==> src/imu_cal_pkg.sv <==
// shared constants, types and register indexes for the imu offset calibration block
// no dependencies; imported by every module of the block
`timescale 1ns / 1ps

package imu_cal_pkg;

  // batch and physical constants
  localparam int BATCH_SIZE    = 5;
  localparam int GRAVITY_VALUE = 9800;
  localparam int AXES          = 6;
  localparam int AX_Y          = 1;

  // field widths
  localparam int SMP_W  = 16;
  localparam int LIM_W  = 18;
  localparam int OUT_W  = 18;
  localparam int FAIL_W = 3;
  localparam int DEV_W  = SMP_W;
  localparam int DSUM_W = DEV_W + 2;
  localparam int IDX_W  = $clog2(BATCH_SIZE);
  localparam int SUM_W  = SMP_W + $clog2(BATCH_SIZE);

  // divide by the batch size as a multiply by a rounded-up reciprocal
  localparam int DIV_SHIFT = 21;
  localparam int MUL_W     = DIV_SHIFT;
  localparam int DIV_MUL   = (2 ** DIV_SHIFT + BATCH_SIZE - 1) / BATCH_SIZE;

  // stream widths
  localparam int IN_TDATA_W  = AXES * SMP_W;
  localparam int OUT_TDATA_W = ((FAIL_W + AXES * OUT_W + 7) / 8) * 8;

  // configuration port
  localparam int CFG_IDX_W = 3;
  localparam int CFG_W     = LIM_W;

  localparam logic [CFG_IDX_W-1:0] REG_ACCEL_LIMIT = 3'd0;
  localparam logic [CFG_IDX_W-1:0] REG_GYRO_LIMIT  = 3'd1;
  localparam logic [CFG_IDX_W-1:0] REG_OFFSET_BASE = 3'd2;

  localparam int ACCEL_LIMIT_RST = 150;
  localparam int GYRO_LIMIT_RST  = 20;

  // control from the sequencer to every lane
  typedef struct packed {
    logic             wr;
    logic [IDX_W-1:0] slot;
    logic             avg_en;
    logic [IDX_W-1:0] rd_idx;
  } lane_ctl_t;

  // control from the sequencer to the merging stage
  typedef struct packed {
    logic             clr;
    logic             vld;
    logic [IDX_W-1:0] idx;
  } walk_t;

endpackage

==> src/imu_cal_lane.sv <==
// one axis lane: sample store, running sum, average and absolute deviation
// depends on imu_cal_pkg
`timescale 1ns / 1ps

module imu_cal_lane import imu_cal_pkg::*; (
  input  logic                    clk_i,
  input  logic                    rst_ni,
  input  lane_ctl_t               ctl_i,
  input  logic signed [SMP_W-1:0] sample_i,
  output logic signed [SMP_W-1:0] avg_o,
  output logic        [DEV_W-1:0] dev_o
);

  logic signed [SUM_W-1:0]       sum_q, sum_d;
  logic signed [SMP_W-1:0]       store_q [BATCH_SIZE];
  logic signed [SMP_W-1:0]       avg_q, avg_d;
  logic        [DEV_W-1:0]       dev_q, dev_d;
  logic                          sum_neg;
  logic        [SUM_W-1:0]       sum_mag;
  logic        [SUM_W+MUL_W-1:0] prod;
  logic        [SMP_W:0]         quo;
  logic signed [SMP_W:0]         diff;

  always_comb begin
    sum_d = sum_q;
    if (ctl_i.wr) begin
      sum_d = sum_q + SUM_W'(sample_i);
    end
    if (ctl_i.avg_en) begin
      sum_d = '0;
    end
  end

  // truncating divide: magnitude times reciprocal, sign put back
  always_comb begin
    sum_neg = sum_q[SUM_W-1];
    sum_mag = sum_neg ? SUM_W'(-sum_q) : SUM_W'(sum_q);
    prod    = sum_mag * MUL_W'(DIV_MUL);
    quo     = prod[DIV_SHIFT +: SMP_W+1];
    avg_d   = sum_neg ? SMP_W'(-quo) : SMP_W'(quo);
  end

  always_comb begin
    diff  = (SMP_W+1)'(avg_q) - (SMP_W+1)'(store_q[ctl_i.rd_idx]);
    dev_d = diff[SMP_W] ? DEV_W'(-diff) : DEV_W'(diff);
  end

  always_ff @(posedge clk_i or negedge rst_ni) begin
    if (!rst_ni) begin
      sum_q <= '0;
    end else begin
      sum_q <= sum_d;
    end
  end

  always_ff @(posedge clk_i) begin
    if (ctl_i.wr) begin
      store_q[ctl_i.slot] <= sample_i;
    end
    if (ctl_i.avg_en) begin
      avg_q <= avg_d;
    end
    dev_q <= dev_d;
  end

  assign avg_o = avg_q;
  assign dev_o = dev_q;

endmodule

==> src/imu_cal_merge.sv <==
// merging stage: adds lane deviations per sensor, checks limits, keeps first failure
// depends on imu_cal_pkg
`timescale 1ns / 1ps

module imu_cal_merge import imu_cal_pkg::*; (
  input  logic             clk_i,
  input  logic             rst_ni,
  input  walk_t            walk_i,
  input  logic [DEV_W-1:0] dev_i [AXES],
  input  logic [LIM_W-1:0] accel_limit_i,
  input  logic [LIM_W-1:0] gyro_limit_i,
  output logic             ok_o,
  output logic [IDX_W-1:0] bad_o
);

  logic              ok_q;
  logic [IDX_W-1:0]  bad_q;
  logic [DSUM_W-1:0] acc_dev;
  logic [DSUM_W-1:0] gyr_dev;
  logic              over;

  always_comb begin
    acc_dev = DSUM_W'(dev_i[0]) + DSUM_W'(dev_i[1]) + DSUM_W'(dev_i[2]);
    gyr_dev = DSUM_W'(dev_i[3]) + DSUM_W'(dev_i[4]) + DSUM_W'(dev_i[5]);
    over    = (LIM_W'(acc_dev) > accel_limit_i) || (LIM_W'(gyr_dev) > gyro_limit_i);
  end

  // only the first failing sample is recorded
  always_ff @(posedge clk_i or negedge rst_ni) begin
    if (!rst_ni) begin
      ok_q  <= 1'b1;
      bad_q <= '0;
    end else if (walk_i.clr) begin
      ok_q  <= 1'b1;
      bad_q <= '0;
    end else if (walk_i.vld && ok_q && over) begin
      ok_q  <= 1'b0;
      bad_q <= walk_i.idx;
    end
  end

  assign ok_o  = ok_q;
  assign bad_o = bad_q;

endmodule

==> src/imu_offset_calibration.sv <==
// channel   dir  handshake                     payload
// s_axis    in   s_axis_tvalid/s_axis_tready   tdata: six 16 bit imu readings
// m_axis    out  m_axis_tvalid/m_axis_tready   tdata: failed index + six offsets, tuser: passed
// cfg       in   cfg_we_i (no back-pressure)   cfg_idx_i, cfg_wdata_i
//
// the last sample of a batch keeps the input closed while the block averages, the six
// lanes walk the store one stored sample at a time, the merge finishes and the result
// is loaded.
// the load waits while an earlier result is still not taken downstream.
// reset is asynchronous and active low; limits and offsets return to their defaults.
// top level of the imu offset calibration; depends on imu_cal_pkg, imu_cal_lane, imu_cal_merge
`timescale 1ns / 1ps

module imu_offset_calibration import imu_cal_pkg::*; (
  input  logic                   clk_i,
  input  logic                   rst_ni,
  // accel_x, accel_y, accel_z, gyro_x, gyro_y, gyro_z
  input  logic [IN_TDATA_W-1:0]  s_axis_tdata,
  input  logic                   s_axis_tvalid,
  output logic                   s_axis_tready,
  // failed_sample, new_offset_ax, ay, az, gx, gy, gz, zero pad
  output logic [OUT_TDATA_W-1:0] m_axis_tdata,
  // passed
  output logic                   m_axis_tuser,
  output logic                   m_axis_tvalid,
  input  logic                   m_axis_tready,
  input  logic                   cfg_we_i,
  input  logic [CFG_IDX_W-1:0]   cfg_idx_i,
  input  logic [CFG_W-1:0]       cfg_wdata_i
);

  typedef enum logic [2:0] {
    ST_COLLECT,
    ST_AVG,
    ST_WALK,
    ST_DRAIN,
    ST_FIN
  } state_e;

  state_e                   state_q;
  logic [IDX_W-1:0]         cnt_q;
  logic [IDX_W-1:0]         walk_q;
  logic                     dev_vld_q;
  logic [IDX_W-1:0]         dev_idx_q;
  logic                     m_valid_q;
  logic [OUT_TDATA_W-1:0]   m_tdata_q, m_tdata_d;
  logic                     m_tuser_q;

  logic [LIM_W-1:0]         accel_limit_q;
  logic [LIM_W-1:0]         gyro_limit_q;
  logic signed [SMP_W-1:0]  old_q [AXES];

  lane_ctl_t                lane_ctl;
  walk_t                    walk;
  logic signed [SMP_W-1:0]  avg [AXES];
  logic        [DEV_W-1:0]  dev [AXES];
  logic                     ok;
  logic [IDX_W-1:0]         bad;
  logic signed [OUT_W-1:0]  new_off [AXES];
  logic                     s_xfer;
  logic                     out_free;

  assign s_axis_tready = (state_q == ST_COLLECT);
  assign s_xfer        = s_axis_tvalid && s_axis_tready;
  assign out_free      = !m_valid_q || m_axis_tready;

  always_comb begin
    lane_ctl.wr     = s_xfer;
    lane_ctl.slot   = cnt_q;
    lane_ctl.avg_en = (state_q == ST_AVG);
    lane_ctl.rd_idx = walk_q;
    walk.clr        = (state_q == ST_AVG);
    walk.vld        = dev_vld_q;
    walk.idx        = dev_idx_q;
  end

  for (genvar a = 0; a < AXES; a++) begin : g_lane
    imu_cal_lane u_lane (
      .clk_i    (clk_i),
      .rst_ni   (rst_ni),
      .ctl_i    (lane_ctl),
      .sample_i (s_axis_tdata[a*SMP_W +: SMP_W]),
      .avg_o    (avg[a]),
      .dev_o    (dev[a])
    );
  end

  imu_cal_merge u_merge (
    .clk_i         (clk_i),
    .rst_ni        (rst_ni),
    .walk_i        (walk),
    .dev_i         (dev),
    .accel_limit_i (accel_limit_q),
    .gyro_limit_i  (gyro_limit_q),
    .ok_o          (ok),
    .bad_o         (bad)
  );

  // new offsets, or old ones sign-extended when the batch failed
  always_comb begin
    m_tdata_d = '0;
    m_tdata_d[FAIL_W-1:0] = ok ? '0 : FAIL_W'(bad);
    for (int a = 0; a < AXES; a++) begin
      new_off[a] = OUT_W'(old_q[a]);
      if (ok) begin
        new_off[a] = OUT_W'(old_q[a]) + OUT_W'(avg[a]);
        if (a == AX_Y) begin
          new_off[a] = new_off[a] - OUT_W'(GRAVITY_VALUE);
        end
      end
      m_tdata_d[FAIL_W + a*OUT_W +: OUT_W] = new_off[a];
    end
  end

  always_ff @(posedge clk_i or negedge rst_ni) begin
    if (!rst_ni) begin
      accel_limit_q <= LIM_W'(ACCEL_LIMIT_RST);
      gyro_limit_q  <= LIM_W'(GYRO_LIMIT_RST);
      for (int a = 0; a < AXES; a++) begin
        old_q[a] <= '0;
      end
    end else if (cfg_we_i) begin
      if (cfg_idx_i == REG_ACCEL_LIMIT) begin
        accel_limit_q <= cfg_wdata_i;
      end
      if (cfg_idx_i == REG_GYRO_LIMIT) begin
        gyro_limit_q <= cfg_wdata_i;
      end
      for (int a = 0; a < AXES; a++) begin
        if (cfg_idx_i == REG_OFFSET_BASE + CFG_IDX_W'(a)) begin
          old_q[a] <= cfg_wdata_i[SMP_W-1:0];
        end
      end
    end
  end

  always_ff @(posedge clk_i or negedge rst_ni) begin
    if (!rst_ni) begin
      state_q   <= ST_COLLECT;
      cnt_q     <= '0;
      walk_q    <= '0;
      dev_vld_q <= 1'b0;
      dev_idx_q <= '0;
      m_valid_q <= 1'b0;
      m_tdata_q <= '0;
      m_tuser_q <= 1'b0;
    end else begin
      dev_vld_q <= (state_q == ST_WALK);
      dev_idx_q <= walk_q;
      if (state_q == ST_FIN && out_free) begin
        m_valid_q <= 1'b1;
      end else if (m_axis_tready) begin
        m_valid_q <= 1'b0;
      end
      unique case (state_q)
        ST_COLLECT: begin
          if (s_xfer) begin
            if (cnt_q == IDX_W'(BATCH_SIZE - 1)) begin
              cnt_q   <= '0;
              state_q <= ST_AVG;
            end else begin
              cnt_q <= cnt_q + 1'b1;
            end
          end
        end
        ST_AVG: begin
          walk_q  <= '0;
          state_q <= ST_WALK;
        end
        ST_WALK: begin
          if (walk_q == IDX_W'(BATCH_SIZE - 1)) begin
            state_q <= ST_DRAIN;
          end else begin
            walk_q <= walk_q + 1'b1;
          end
        end
        ST_DRAIN: begin
          state_q <= ST_FIN;
        end
        ST_FIN: begin
          if (out_free) begin
            m_tdata_q <= m_tdata_d;
            m_tuser_q <= ok;
            state_q   <= ST_COLLECT;
          end
        end
        default: begin
          state_q <= ST_COLLECT;
        end
      endcase
    end
  end

  assign m_axis_tvalid = m_valid_q;
  assign m_axis_tdata  = m_tdata_q;
  assign m_axis_tuser  = m_tuser_q;

endmodule

==> config.mk <==
export PLATFORM = sky130hd
export DESIGN_NAME = imu_offset_calibration
export DESIGN_NICKNAME = d
export VERILOG_FILES = /design/src/imu_cal_pkg.sv /design/src/imu_cal_lane.sv /design/src/imu_cal_merge.sv /design/src/imu_offset_calibration.sv
export SDC_FILE = /design/constraint.sdc
export NUM_CORES = 2
export LEC_CHECK = 0
export BUFFER_PORTS_ARGS = -buffer_cell sky130_fd_sc_hd__buf_2
export CAP_MARGIN = 20
export CORE_ASPECT_RATIO = 0.5
export CORE_MARGIN = 4
export CORE_UTILIZATION = 45
export CTS_BUF_LIST = sky130_fd_sc_hd__clkbuf_8 sky130_fd_sc_hd__clkbuf_16
export CTS_CLUSTER_DIAMETER = 200
export DETAILED_ROUTE_END_ITERATION = 16
export HOLD_SLACK_MARGIN = 0.12
export PLACE_DENSITY = 0.58
export SLEW_MARGIN = 40
export SYNTH_ARGS = -nofsm -noshare
export SYNTH_HDL_FRONTEND = slang
export SYNTH_SLANG_ARGS = --single-unit
==> constraint.sdc <==
create_clock -name clk_i -period 14.4 [get_ports clk_i]
set_input_delay 2.88 -clock clk_i [delete_from_list [all_inputs] [get_ports clk_i]]
set_output_delay 2.88 -clock clk_i [all_outputs]
set_load 0.02 [all_outputs]
==> results.tsv <==
metric	value	unit
crit_path_start_kind	flop	
nets	11800	
ant_nets	0	
grt_pass1_vias	67000	
h-tree-depth	3	
slowest_stage	a211oi_1	
synth_top_area_share	17.8	%
root_buffer	clkbuf_16	
viasPerCell	5.34	
status	complete, no violations	
r2r_setup_slack	4030	ps
r2r_start	g_lane[5].u_lane.sum_q[4]	
worst_r2r_endpoint	g_lane[5].u_lane.avg_o[15]	
clkTransAtPathRegs	70	ps
yosys_warnings	0	
min-delay-path-class	flop to flop	
grt_use_met2	38.6	%
routed_wl	260	mm
cts_hold_buf	0	
grtUsageMet1	33.0	%
seq_area_frac_synth	29.3	%
vias	67100	
place_area	102000	um2
met3_usage	2.39	%
fin_tns_setup	0	ps
synthArstFlopShare	35.6	%
grt-ovfl-total	0	
clock_path_buffers	3	
grt_max_degree	97	
drt_iter0_drc	4683	
setup_violations	0	
finalNonFillerCells	12600	
syn-cell-area	97300	um2
synthesis.nets	11600	
fin_crit	10370	ps
synth.avg_cell_area	10.4	um2
wl_per_cell	20.7	um
relSlewSlack	40.0	%
fin_crit_sh	72.0	%
postCtsSetupBuffers	0	
postLayoutCellArea	106000	um2
cts_tree	done	
drcViolationCount	0	
start_util	45.4	%
dp_hpwl	208	mm
grt_use_total	23.2	%
hold_end	m_axis_tdata[27]	
rows	120	
fin_skew	34.0	ps
finalHoldViolCount	0	
drive_above_1_share	7.97	%
path_max_fanout	8	
cts_buffers	107	
hold_depth	2	
placed_cells	12300	
cts.sinks	1043	
timing.final.ws_setup	4030	ps
die_w	666	um
final-max-slew-violation-count	0	
synth_cell_types	105	
postCtsResizedCells	0	
synth_flop_cell	edfxtp_1	
die_h	337	um
netlist_instances	9367	
tightest_slew	890	ps
top_level_ports	237	
synth_most_common_cell	inv_1	
core_area	215000	um2
io_buffer_count	235	
syn_to_final_growth	8.91	%
slowest_delay	650	ps
critPathKind	flop to flop	
hp-start	m_axis_tdata[27]	
place.gp.congestion	0.912	
grt_pass1_wl	403	mm
endpoint_kind	flop	
max_freq	96.4	MHz
dieArea	224000	um2
rsz0062_at_grt	no	
firstDrtPassIters	6	
ys_ff_latch	1043	
grt_busiest_layer	met2	
clk_latency	750	ps
cp.required	14890	ps
cp.arrival	10860	ps
synthTopCellsByCount	inv_1, ha_1, fa_1	
synthTopCellsByArea	ha_1, edfxtp_1, fa_1	
max-cap-violations	0	
yosysTopAreaCell	ha_1	
antenna_found_initial	32	
dp_slack	4050	ps
synth_edf_count	576	
crit_start	g_lane[5].u_lane.sum_q[4]	
r2r_cells	29	
## cells by family (layout without fill, tap and decap cells)
family	count (synthesis)	count (layout)	synth area share, %
compound gates	1656	1656	10.6
simple gates	1605	1605	7.80
xor+xnor	800	800	7.20
mux	345	345	4.92
fa+ha+maj	2135	2135	33.2
flops	1043	1043	29.3
other cells	1	11	0.00385
buf+inv	1782	2103	6.97
## how the worst max path moves through the flow
| stage | depth (start not counted) | to |
|---|---|---|
| final | 29 | g_lane[5].u_lane.avg_o[15] |
| after global routing | 29 | g_lane[5].u_lane.avg_o[15] |
| after CTS | 29 | g_lane[5].u_lane.avg_o[15] |
| after detailed placement | 29 | g_lane[5].u_lane.avg_o[15] |
| after global placement | 29 | g_lane[5].u_lane.avg_o[15] |
| after floorplan | 5 | g_lane[0].u_lane.store_q[2][0] |
## registers in the layout (all words and copies together) (netlist names)
name,flops
g_lane.u_lane.store_q,480
g_lane.u_lane.sum_q,114
m_axis_tdata,106
g_lane.u_lane.avg_o,96
g_lane.u_lane.dev_o,96
old_q,96
accel_limit_q,18
gyro_limit_q,18
cnt_q,3
dev_idx_q,3
state_q,3
u_merge.bad_o,3
walk_q,3
dev_vld_q,1
m_axis_tuser,1
m_axis_tvalid,1
u_merge.ok_o,1
## metal layers
metal / up-vias / share of wire [%]
li1: 32400 / -
met1: 33100 / 47
met2: 1260 / 47
met3: 300 / 4.3
met4: 0 / 2.1
met5: - / 0
## stage by stage
stage          hold slack, ps  utilization [%]
2_1_floorplan             352                -
3_3_place_gp              460             47.5
3_5_place_dp              469             47.5
4_1_cts                   482             49.3
5_1_grt                   501             49.4
6_report                  474             49.4
## cell type report
class / instances / area (um2)
fillers: 19700 / 109000
multi-input cells: 6542 / 62200
flip-flops and latches: 1043 / 28500
inverters: 1599 / 6010
well taps: 2867 / 3590
clock buffers: 112 / 2750
repair buffers: 300 / 1800
clock inverters: 92 / 1110
diodes: 10 / 25.0
## cell usage in the layout, fill, tap and decap left out, types with 49 or more instances in the layout
| cell type | count |
|---|---|
| a21o_1 | 173 |
| a21oi_1 | 443 |
| buf_2 | 234 |
| buf_4 | 49 |
| clkbuf_16 | 107 |
| dfrtp_1 | 359 |
| dfxtp_1 | 96 |
| edfxtp_1 | 576 |
| fa_1 | 748 |
| ha_1 | 1386 |
| inv_1 | 1617 |
| mux2_2 | 107 |
| mux2i_1 | 141 |
| mux4_2 | 96 |
| nand2_1 | 499 |
| nand2b_1 | 49 |
| nand3_1 | 188 |
| nor2_1 | 388 |
| nor2b_1 | 74 |
| nor3_1 | 121 |
| o21a_1 | 65 |
| o21ai_0 | 508 |
| o21bai_1 | 58 |
| o31ai_1 | 76 |
| or3_1 | 52 |
| xnor2_1 | 527 |
| xor2_1 | 268 |
## worst max-delay path: cells and delay by family, from the launching register on
family	cells	cell delay [ps]
DFF	1	480
and+or+nand+nor	5	2240
adders and majority gates	7	3300
AOI/OAI and AO/OA	9	2840
buffers and inverters	5	370
xor gates and xnor gates	3	870
Power is left out: the tool's default activity adds up to more than one toggle a clock period on the data nets, which glitch-free logic cannot reach.
